$ cat config.mk
export PLATFORM = sky130hd
export DESIGN_NAME = tcp_mss_option_clamp_flat
export DESIGN_NICKNAME = d
export VERILOG_FILES = /design/src/design/tmoc_pkg.sv /design/src/design/tmoc_if.sv /design/src/design/tcp_mss_option_clamp.sv /design/src/design/tmoc_front.sv /design/src/design/tmoc_queue.sv /design/src/design/tmoc_back.sv /design/src/flat_wrapper.sv
export SDC_FILE = /design/constraint.sdc
export NUM_CORES = 1
export LEC_CHECK = 0
export CAP_MARGIN = 20
export CORE_ASPECT_RATIO = 1.1
export CORE_MARGIN = 2
export CORE_UTILIZATION = 44
export CTS_BUF_LIST = sky130_fd_sc_hd__clkbuf_8
export DETAILED_ROUTE_END_ITERATION = 10
export DONT_BUFFER_PORTS = 1
export SYNTH_ARGS = -nofsm -noshare
export SYNTH_HDL_FRONTEND = slang
export SYNTH_HIERARCHICAL = 1
export SYNTH_SLANG_ARGS = --single-unit
$ cat constraint.sdc
create_clock -name clk -period 4.8 [get_ports clk]
set_input_delay 0.48 -clock clk [delete_from_list [all_inputs] [get_ports clk]]
set_output_delay 0.48 -clock clk [all_outputs]
set_load 0.02 [all_outputs]
$ cat src/design/tmoc_pkg.sv
`timescale 1ns / 1ps

package tmoc_pkg;

    localparam int BYTE_W      = 8;
    localparam int MSS_W       = 16;
    localparam int POS_W       = 6;
    localparam int HLEN_W      = 6;
    localparam int QUEUE_DEPTH = 4;
    localparam int QPTR_W      = $clog2(QUEUE_DEPTH);
    localparam int QCNT_W      = $clog2(QUEUE_DEPTH + 1);

    localparam int APB_ADDR_W  = 3;
    localparam int APB_DATA_W  = 32;

    // register indexes
    localparam logic REG_MAX_MSS = 1'b0;

    localparam logic [MSS_W-1:0] MAX_MSS_RESET = 16'd1460;

    // one queue entry: one output byte, or the two bytes of the mss value
    typedef struct packed {
        logic              two;
        logic [BYTE_W-1:0] first_byte;
        logic [BYTE_W-1:0] second_byte;
        logic              last;
        logic              rewritten;
    } tmoc_entry_t;

    // one output byte as it leaves the block
    typedef struct packed {
        logic [BYTE_W-1:0] data;
        logic              last;
        logic              rewritten;
    } tmoc_beat_t;

endpackage

$ cat src/design/tmoc_if.sv
`timescale 1ns / 1ps

// segment byte stream into the block
interface tmoc_in_if;
    logic                       valid;
    logic                       ready;
    logic [tmoc_pkg::BYTE_W-1:0] seg_byte;
    logic                       seg_last;

    modport source (output valid, output seg_byte, output seg_last, input ready);
    modport sink   (input valid, input seg_byte, input seg_last, output ready);
endinterface

// rewritten byte stream out of the block
interface tmoc_out_if;
    logic                       valid;
    logic                       ready;
    logic [tmoc_pkg::BYTE_W-1:0] out_byte;
    logic                       out_last;
    logic                       rewritten;

    modport source (output valid, output out_byte, output out_last, output rewritten,
                    input ready);
    modport sink   (input valid, input out_byte, input out_last, input rewritten,
                    output ready);
endinterface

$ cat src/design/tcp_mss_option_clamp.sv
`timescale 1ns / 1ps

// TCP MSS clamp: takes segment bytes from the first header byte on, one per cycle while the
// queue is not full, and passes them on unchanged except for the value of the first MSS
// option (kind 2, length 4), replaced by max_mss when larger; the checksum is not touched. The
// parser holds the MSS high byte until the low byte arrives and queues the pair as one entry.
// The output register emits one byte per cycle while seg_out is ready, the low byte via a
// pending slot; the extra beat is absorbed by a four-entry queue between parser and output
// stage. Bytes pass a queue slot and the output register. max_mss sits at APB address 0
// (reset 1460); the user must write it only while no segment is in flight (not enforced).
module tcp_mss_option_clamp (
    input  logic                            clk,
    input  logic                            rst_n,
    input  logic                            psel,
    input  logic                            penable,
    input  logic                            pwrite,
    input  logic [tmoc_pkg::APB_ADDR_W-1:0] paddr,
    input  logic [tmoc_pkg::APB_DATA_W-1:0] pwdata,
    output logic [tmoc_pkg::APB_DATA_W-1:0] prdata,
    output logic                            pready,
    tmoc_in_if.sink                         seg_in,
    tmoc_out_if.source                      seg_out
);
    import tmoc_pkg::*;

    logic [MSS_W-1:0] max_mss_reg;
    logic             reg_sel;
    logic             cfg_write;
    logic             push;
    logic             full;
    logic             pop;
    logic             empty;
    tmoc_entry_t      push_entry;
    tmoc_entry_t      pop_entry;

    assign pready    = 1'b1;
    assign reg_sel   = paddr[APB_ADDR_W-1];
    assign cfg_write = psel && penable && pwrite && pready;

    // configuration register
    always_ff @(posedge clk or negedge rst_n)
    begin
        if (!rst_n)
        begin
            max_mss_reg <= MAX_MSS_RESET;
        end
        else if (cfg_write && reg_sel == REG_MAX_MSS)
        begin
            max_mss_reg <= pwdata[MSS_W-1:0];
        end
    end

    // register read back
    always_comb
    begin
        prdata = '0;
        if (reg_sel == REG_MAX_MSS)
        begin
            prdata = APB_DATA_W'(max_mss_reg);
        end
    end

    tmoc_front u_front (
        .clk        (clk),
        .rst_n      (rst_n),
        .max_mss    (max_mss_reg),
        .seg_in     (seg_in),
        .queue_full (full),
        .push       (push),
        .push_entry (push_entry)
    );

    tmoc_queue u_queue (
        .clk        (clk),
        .rst_n      (rst_n),
        .push       (push),
        .push_entry (push_entry),
        .full       (full),
        .pop        (pop),
        .pop_entry  (pop_entry),
        .empty      (empty)
    );

    tmoc_back u_back (
        .clk        (clk),
        .rst_n      (rst_n),
        .pop_entry  (pop_entry),
        .empty      (empty),
        .pop        (pop),
        .seg_out    (seg_out)
    );

endmodule

$ cat src/design/tmoc_front.sv
`timescale 1ns / 1ps

module tmoc_front (
    input  logic                       clk,
    input  logic                       rst_n,
    input  logic [tmoc_pkg::MSS_W-1:0] max_mss,
    tmoc_in_if.sink                    seg_in,
    input  logic                       queue_full,
    output logic                       push,
    output tmoc_pkg::tmoc_entry_t      push_entry
);
    import tmoc_pkg::*;

    typedef enum logic [6:0] {
        PH_KIND      = 7'b0000001,
        PH_LEN_MSS   = 7'b0000010,
        PH_LEN_OTHER = 7'b0000100,
        PH_SKIP      = 7'b0001000,
        PH_MSS_HI    = 7'b0010000,
        PH_MSS_LO    = 7'b0100000,
        PH_DONE      = 7'b1000000
    } phase_t;

    localparam logic [POS_W-1:0]  POS_DATA_OFFSET = POS_W'(12);
    localparam logic [POS_W-1:0]  POS_OPTIONS     = POS_W'(20);
    localparam logic [POS_W-1:0]  POS_MAX         = {POS_W{1'b1}};
    localparam logic [BYTE_W-1:0] KIND_END        = BYTE_W'(0);
    localparam logic [BYTE_W-1:0] KIND_NOP        = BYTE_W'(1);
    localparam logic [BYTE_W-1:0] KIND_MSS        = BYTE_W'(2);
    localparam logic [BYTE_W-1:0] LEN_MIN         = BYTE_W'(2);
    localparam logic [BYTE_W-1:0] LEN_MSS         = BYTE_W'(4);
    localparam int                SUM_W           = BYTE_W + 1;

    phase_t              phase_reg, phase_next;
    logic [POS_W-1:0]    pos_reg, pos_next;
    logic [HLEN_W-1:0]   hlen_reg, hlen_next;
    logic [POS_W-1:0]    left_reg, left_next;
    logic [BYTE_W-1:0]   held_reg, held_next;

    logic                accept;
    logic                emit;
    logic [BYTE_W-1:0]   b;
    logic [POS_W:0]      pos_plus1;
    logic [SUM_W-1:0]    opt_end;
    logic [BYTE_W-1:0]   len_minus2;
    logic [MSS_W-1:0]    mss_value;

    assign seg_in.ready = !queue_full;
    assign accept       = seg_in.valid && seg_in.ready;
    assign push         = accept && emit;
    assign b            = seg_in.seg_byte;
    assign pos_plus1    = {1'b0, pos_reg} + 7'd1;
    assign opt_end      = SUM_W'(pos_reg) - SUM_W'(1) + SUM_W'(b);
    assign len_minus2   = b - LEN_MIN;
    assign mss_value    = {held_reg, b};

    // option walk and classification of the current byte
    always_comb
    begin
        phase_next = phase_reg;
        hlen_next  = hlen_reg;
        left_next  = left_reg;
        held_next  = held_reg;
        emit       = 1'b1;

        push_entry.two         = 1'b0;
        push_entry.first_byte  = b;
        push_entry.second_byte = b;
        push_entry.last        = seg_in.seg_last;
        push_entry.rewritten   = 1'b0;

        if (pos_reg == POS_DATA_OFFSET)
        begin
            hlen_next = {b[7:4], 2'b00};
        end

        if (pos_reg >= POS_OPTIONS)
        begin
            unique case (phase_reg)
                PH_KIND:
                begin
                    if (pos_reg >= hlen_reg || b == KIND_END)
                    begin
                        phase_next = PH_DONE;
                    end
                    else if (b == KIND_NOP)
                    begin
                        phase_next = PH_KIND;
                    end
                    else if (pos_plus1 >= {1'b0, hlen_reg})
                    begin
                        phase_next = PH_DONE;
                    end
                    else
                    begin
                        phase_next = (b == KIND_MSS) ? PH_LEN_MSS : PH_LEN_OTHER;
                    end
                end
                PH_LEN_MSS, PH_LEN_OTHER:
                begin
                    if (b < LEN_MIN || opt_end > SUM_W'(hlen_reg))
                    begin
                        phase_next = PH_DONE;
                    end
                    else if (phase_reg == PH_LEN_MSS && b == LEN_MSS)
                    begin
                        phase_next = PH_MSS_HI;
                    end
                    else
                    begin
                        left_next  = len_minus2[POS_W-1:0];
                        phase_next = (len_minus2[POS_W-1:0] == '0) ? PH_KIND : PH_SKIP;
                    end
                end
                PH_SKIP:
                begin
                    left_next = left_reg - POS_W'(1);
                    if (left_reg == POS_W'(1))
                    begin
                        phase_next = PH_KIND;
                    end
                end
                PH_MSS_HI:
                begin
                    // a segment ending here releases the byte as it is
                    if (!seg_in.seg_last)
                    begin
                        held_next  = b;
                        phase_next = PH_MSS_LO;
                        emit       = 1'b0;
                    end
                end
                PH_MSS_LO:
                begin
                    push_entry.two = 1'b1;
                    if (mss_value > max_mss)
                    begin
                        push_entry.first_byte  = max_mss[15:8];
                        push_entry.second_byte = max_mss[7:0];
                        push_entry.rewritten   = 1'b1;
                    end
                    else
                    begin
                        push_entry.first_byte  = held_reg;
                        push_entry.second_byte = b;
                    end
                    phase_next = PH_DONE;
                end
                PH_DONE:
                begin
                    phase_next = PH_DONE;
                end
                default:
                begin
                    phase_next = PH_DONE;
                end
            endcase
        end

        pos_next = (pos_reg < POS_MAX) ? pos_reg + POS_W'(1) : pos_reg;
    end

    // per-segment state, cleared after the last byte
    always_ff @(posedge clk or negedge rst_n)
    begin
        if (!rst_n)
        begin
            phase_reg <= PH_KIND;
            pos_reg   <= '0;
            hlen_reg  <= '0;
            left_reg  <= '0;
            held_reg  <= '0;
        end
        else if (accept)
        begin
            if (seg_in.seg_last)
            begin
                phase_reg <= PH_KIND;
                pos_reg   <= '0;
                hlen_reg  <= '0;
                left_reg  <= '0;
                held_reg  <= '0;
            end
            else
            begin
                phase_reg <= phase_next;
                pos_reg   <= pos_next;
                hlen_reg  <= hlen_next;
                left_reg  <= left_next;
                held_reg  <= held_next;
            end
        end
    end

endmodule

$ cat src/design/tmoc_queue.sv
`timescale 1ns / 1ps

module tmoc_queue (
    input  logic                  clk,
    input  logic                  rst_n,
    input  logic                  push,
    input  tmoc_pkg::tmoc_entry_t push_entry,
    output logic                  full,
    input  logic                  pop,
    output tmoc_pkg::tmoc_entry_t pop_entry,
    output logic                  empty
);
    import tmoc_pkg::*;

    tmoc_entry_t         slot_reg [QUEUE_DEPTH];
    logic [QPTR_W-1:0]   wr_ptr_reg, rd_ptr_reg;
    logic [QCNT_W-1:0]   count_reg;

    assign full      = (count_reg == QCNT_W'(QUEUE_DEPTH));
    assign empty     = (count_reg == '0);
    assign pop_entry = slot_reg[rd_ptr_reg];

    // entry storage
    always_ff @(posedge clk)
    begin
        if (push)
        begin
            slot_reg[wr_ptr_reg] <= push_entry;
        end
    end

    // pointers and fill count
    always_ff @(posedge clk or negedge rst_n)
    begin
        if (!rst_n)
        begin
            wr_ptr_reg <= '0;
            rd_ptr_reg <= '0;
            count_reg  <= '0;
        end
        else
        begin
            if (push)
            begin
                wr_ptr_reg <= (wr_ptr_reg == QPTR_W'(QUEUE_DEPTH - 1)) ? '0
                                                                         : wr_ptr_reg + 1'b1;
            end
            if (pop)
            begin
                rd_ptr_reg <= (rd_ptr_reg == QPTR_W'(QUEUE_DEPTH - 1)) ? '0
                                                                         : rd_ptr_reg + 1'b1;
            end
            if (push && !pop)
            begin
                count_reg <= count_reg + 1'b1;
            end
            else if (pop && !push)
            begin
                count_reg <= count_reg - 1'b1;
            end
        end
    end

endmodule

$ cat src/design/tmoc_back.sv
`timescale 1ns / 1ps

module tmoc_back (
    input  logic                  clk,
    input  logic                  rst_n,
    input  tmoc_pkg::tmoc_entry_t pop_entry,
    input  logic                  empty,
    output logic                  pop,
    tmoc_out_if.source            seg_out
);
    import tmoc_pkg::*;

    logic        out_valid_reg;
    tmoc_beat_t  out_beat_reg;
    logic        pend_valid_reg;
    tmoc_beat_t  pend_beat_reg;
    logic        load_ok;

    assign load_ok = !out_valid_reg || seg_out.ready;
    assign pop     = load_ok && !pend_valid_reg && !empty;

    assign seg_out.valid     = out_valid_reg;
    assign seg_out.out_byte  = out_beat_reg.data;
    assign seg_out.out_last  = out_beat_reg.last;
    assign seg_out.rewritten = out_beat_reg.rewritten;

    // output register control, second mss byte waits in the pending slot
    always_ff @(posedge clk or negedge rst_n)
    begin
        if (!rst_n)
        begin
            out_valid_reg  <= 1'b0;
            pend_valid_reg <= 1'b0;
        end
        else if (load_ok)
        begin
            if (pend_valid_reg)
            begin
                out_valid_reg  <= 1'b1;
                pend_valid_reg <= 1'b0;
            end
            else
            begin
                out_valid_reg  <= !empty;
                pend_valid_reg <= !empty && pop_entry.two;
            end
        end
    end

    // output payload
    always_ff @(posedge clk)
    begin
        if (load_ok)
        begin
            if (pend_valid_reg)
            begin
                out_beat_reg <= pend_beat_reg;
            end
            else if (!empty)
            begin
                out_beat_reg.data      <= pop_entry.first_byte;
                out_beat_reg.last      <= pop_entry.last && !pop_entry.two;
                out_beat_reg.rewritten <= pop_entry.rewritten;
                pend_beat_reg.data      <= pop_entry.second_byte;
                pend_beat_reg.last      <= pop_entry.last;
                pend_beat_reg.rewritten <= pop_entry.rewritten;
            end
        end
    end

endmodule
$ cat src/flat_wrapper.sv
// flat-port wrapper written by rule: the top's interface ports become plain ports
module tcp_mss_option_clamp_flat import tmoc_pkg::*;
  (clk, rst_n, psel, penable, pwrite, paddr, pwdata, prdata, pready, seg_in_valid, seg_in_seg_byte, seg_in_seg_last, seg_in_ready, seg_out_valid, seg_out_out_byte, seg_out_out_last, seg_out_rewritten, seg_out_ready);
  tmoc_in_if seg_in_i ();
  tmoc_out_if seg_out_i ();
  input  logic clk;
  input  logic rst_n;
  input  logic psel;
  input  logic penable;
  input  logic pwrite;
  input  logic [tmoc_pkg::APB_ADDR_W-1:0] paddr;
  input  logic [tmoc_pkg::APB_DATA_W-1:0] pwdata;
  output logic [tmoc_pkg::APB_DATA_W-1:0] prdata;
  output logic pready;
  input wire logic [$bits(seg_in_i.valid)-1:0] seg_in_valid;
  input wire logic [$bits(seg_in_i.seg_byte)-1:0] seg_in_seg_byte;
  input wire logic [$bits(seg_in_i.seg_last)-1:0] seg_in_seg_last;
  output wire logic [$bits(seg_in_i.ready)-1:0] seg_in_ready;
  output wire logic [$bits(seg_out_i.valid)-1:0] seg_out_valid;
  output wire logic [$bits(seg_out_i.out_byte)-1:0] seg_out_out_byte;
  output wire logic [$bits(seg_out_i.out_last)-1:0] seg_out_out_last;
  output wire logic [$bits(seg_out_i.rewritten)-1:0] seg_out_rewritten;
  input wire logic [$bits(seg_out_i.ready)-1:0] seg_out_ready;
  assign seg_in_i.valid = seg_in_valid;
  assign seg_in_i.seg_byte = seg_in_seg_byte;
  assign seg_in_i.seg_last = seg_in_seg_last;
  assign seg_in_ready = seg_in_i.ready;
  assign seg_out_valid = seg_out_i.valid;
  assign seg_out_out_byte = seg_out_i.out_byte;
  assign seg_out_out_last = seg_out_i.out_last;
  assign seg_out_rewritten = seg_out_i.rewritten;
  assign seg_out_i.ready = seg_out_ready;
  tcp_mss_option_clamp u_core (.clk(clk), .rst_n(rst_n), .psel(psel), .penable(penable), .pwrite(pwrite), .paddr(paddr), .pwdata(pwdata), .prdata(prdata), .pready(pready), .seg_in(seg_in_i), .seg_out(seg_out_i));
endmodule
==> impl_metrics.tcl <==
set metrics [dict create \
    tightest_slew_ps 1040 \
    path_class "reg -> reg" \
    yosysMostFrequentCell "edfxtp_1" \
    muxShareOfSynthArea_pct 12.0 \
    grt_max_degree 57 \
    setup_viol 0 \
    synth_area_leader_cell "edfxtp_1" \
    topRoutingLayerUsed "met4" \
    routabilityCongestion 0.896 \
    regToRegSetupSlack_ps 1070 \
    synthTopCellsByCount "96 x edfxtp_1, 50 x ha_1, 49 x dfrtp_1" \
    cts_sinks 152 \
    nNetsFinal 744 \
    yosysTopAreaCellShare_pct 34.6 \
    start_kind "register" \
    place.port_buffers 0 \
    tritoncts "yes" \
    coreArea_sq_um 18500 \
    ant_nets 0 \
    post_cts_buffers 0 \
    hp-class "in -> reg" \
    utilization_pct 48.0 \
    track_usage_pct 17.6 \
    first_global_vias 5002 \
    synthArstFlopShare_pct 36.8 \
    routed_wire_length_per_instance_microns 18.8 \
    placed_area_sq_um 8420 \
    dpl.hpwl_microns 11900 \
    status "finished clean" \
    htreeDepth 4 \
    p_per_area_nw_per_um2 535 \
    finalSetupTns_ps 0 \
    synth-compound-area-share_pct 8.84 \
    die_h_microns 148 \
    synthCells 645 \
    root_buffer "clkbuf_8" \
    synthSimpleGateAreaFrac_pct 11.6 \
    ys_seq_area_share_pct 51.6 \
    irDropWorstVdd_uv 390 \
    initial_core_util_pct 45.1 \
    vias 4990 \
    synth_fa_ha_area_share_pct 7.99 \
    power_mw 4.75 \
    drv_slew 0 \
    synth_top_family_by_area "multiplexers" \
    finalHoldViolCount 0 \
    cts_max_path_buffers 2 \
    drc 0 \
    worstPathArrival_ps 4060 \
    ys.warnings.count 6 \
    path_clk_slew_ps 80 \
    synth-seq-cells 152 \
    syn_area_per_cell_sq_um 12.9 \
    cp_slowest_cell "dfrtp_1" \
    relSlewSlack_pct 30.8 \
    maxCapViolCount 0 \
    viasPerCell 5.56 \
    cts_buffers 17 \
    cp.required_ps 5130 \
    synthFlopType "edfxtp_1" \
    period_share_pct 77.7 \
    first_iter_violations 358 \
    clk_latency_ps 450 \
    whs_ps 128 \
    synthesis.area_sq_um 8330 \
    min_period_ps 3730 \
    die_area_sq_um 20000 \
    critPathMaxFanout 8 \
    cp-end-kind "register" \
    largest_reg_flops 76 \
    fmax_ghz 0.268 \
    die_w_microns 135 \
    firstDrtPassIters 4 \
    rows 52 \
    synthToLayoutAreaGrowth_pct 6.45 \
    drive_above_1_share_pct 16.8 \
    totalWireLength_microns 16800 \
    drt-met1-wl_microns 7210 \
    route.met3.wl_microns 954 \
    yosysUniqueCellTypes 77 \
    synth_area_leaders "edfxtp_1 35%, dfrtp_1 15%, ha_1 7.5%" \
    antenna_found_initial 0 \
    p_leak_nw 3.55 \
    ios 96 \
    grt_setup_unrepaired "no" \
    cp_slowest_stage_delay_ps 500 \
    overflow 0 \
    diodes 0 \
    wl_met2_microns 8450 \
    grt_pass1_wl_microns 26600 \
    path_cells "inv_1 -> ha_1 -> inv_1 -> fa_1 -> nand3_1 -> nand2_1 -> xor2_1 -> ha_1 -> nor4bb_1 -> a31oi_1 -> a21oi_1 -> nand4b_1 -> a2bb2oi_4 -> mux2_4" \
    fin_area_sq_um 8860 \
    synth-edff-count 96 \
    fin_skew_ps 13.3 \
    synthXorXnorAreaFrac_pct 2.73 \
]
==> routing by layer <==
metal | track usage [%] | vias up
met5 | 0 | -
met3 | 3.99 | 17
met1 | 22.1 | 2479
met4 | 6.98 | 0
met2 | 29.5 | 137
li1 | - | 2357
==> critical path, delay by kind of cell, from the launching register on <==
family / cells / cell delay [ps]
AO/OA/AOI/OAI: 3 / 590
multiplexers: 1 / 330
AND/OR/NAND/NOR: 4 / 790
flip-flops: 1 / 500
buffers and inverters: 2 / 200
XOR/XNOR: 1 / 160
adder cells (fa/ha/maj): 3 / 1020
==> final cells by class <==
class,instances,area (sq um)
Inverter,40,150
Timing Repair Buffer,3,45.0
Clock buffer,17,234
Clock inverter,15,174
Multi-Input combinational cell,427,3660
Sequential cell,152,4290
Fill cell,1657,9610
Tap cell,243,304
==> what timing repair did <==
action	in CTS	in global routing
hold buffers	2	0
resized for setup	0	0
hold endpoints to repair	56	0
==> cell families after synthesis <==
kind of cell               after synthesis
buffers and inverters                   81
muxes                                   64
DFF                                    152
xor gates and xnor gates                26
adders and majority gates               52
AOI/OAI and AO/OA                      101
and+or+nand+nor                        167
other                                    2
==> placed cells by master (no fill, tap or decap), types with 4 or more instances in the layout <==
| cell type | count |
|---|---|
| o41ai_1 | 4 |
| xor2_1 | 11 |
| edfxtp_1 | 96 |
| nor3_1 | 12 |
| o211ai_1 | 15 |
| a21oi_1 | 17 |
| o21ai_0 | 17 |
| mux2_1 | 5 |
| xnor2_1 | 15 |
| dfstp_2 | 7 |
| nor2_1 | 23 |
| ha_1 | 50 |
| a22o_1 | 10 |
| a211oi_1 | 6 |
| nor2b_1 | 14 |
| nand2_1 | 41 |
| conb_1 | 17 |
| and2b_1 | 6 |
| clkbuf_8 | 17 |
| dfrtp_1 | 49 |
| mux2_4 | 19 |
| nand3_1 | 17 |
| mux4_2 | 18 |
| a21o_1 | 8 |
| nand4_1 | 15 |
| and2_1 | 5 |
| mux2i_1 | 7 |
| inv_1 | 41 |
| mux2_2 | 14 |
| inv_6 | 4 |
==> final timing paths <==
| check | start | to | cells past startpoint |
|---|---|---|---|
| setup reg to reg | u_core/u_front/pos_reg[0]$_DFFE_PN0P_ | u_core/u_front/left_reg[4]$_DFFE_PN0P_ | 14 |
| hold reg to reg | u_core/u_queue/count_reg[2]$_DFFE_PN0P_ | u_core/u_queue/count_reg[2]$_DFFE_PN0P_ | 1 |
| max in group asynchronous | rst_n | u_core/u_front/phase_reg[0]$_DFFE_PN1P_ | 2 |
| min in group asynchronous | rst_n | u_core/max_mss_reg[9]$_DFFE_PN0P_ | 2 |
| hold / removal | seg_in_seg_last | u_core/u_queue/slot_reg[1][1]$_DFFE_PP_ | 0 |
| setup / recovery | u_core/u_front/pos_reg[0]$_DFFE_PN0P_ | u_core/u_front/left_reg[4]$_DFFE_PN0P_ | 14 |
==> stage by stage <==
| step | setup WS (ps) | instances |
|---|---|---|
| 2_1_floorplan | 1630 | 660 |
| 3_3_place_gp | 1210 | 863 |
| 3_5_place_dp | 1130 | 863 |
| 4_1_cts | 1120 | 897 |
| 5_1_grt | 806 | 897 |
| 6_report | 1070 | 897 |
==> power by group <==
group          leakage (nW)  switching (mW)  internal (mW)
clock                 0.207           0.488          0.516
combinational          1.74           0.889          0.804
sequential             1.60           0.263           1.78
total                  3.55            1.64           3.10
No activity file was read; power rests on OpenSTA's default activity.
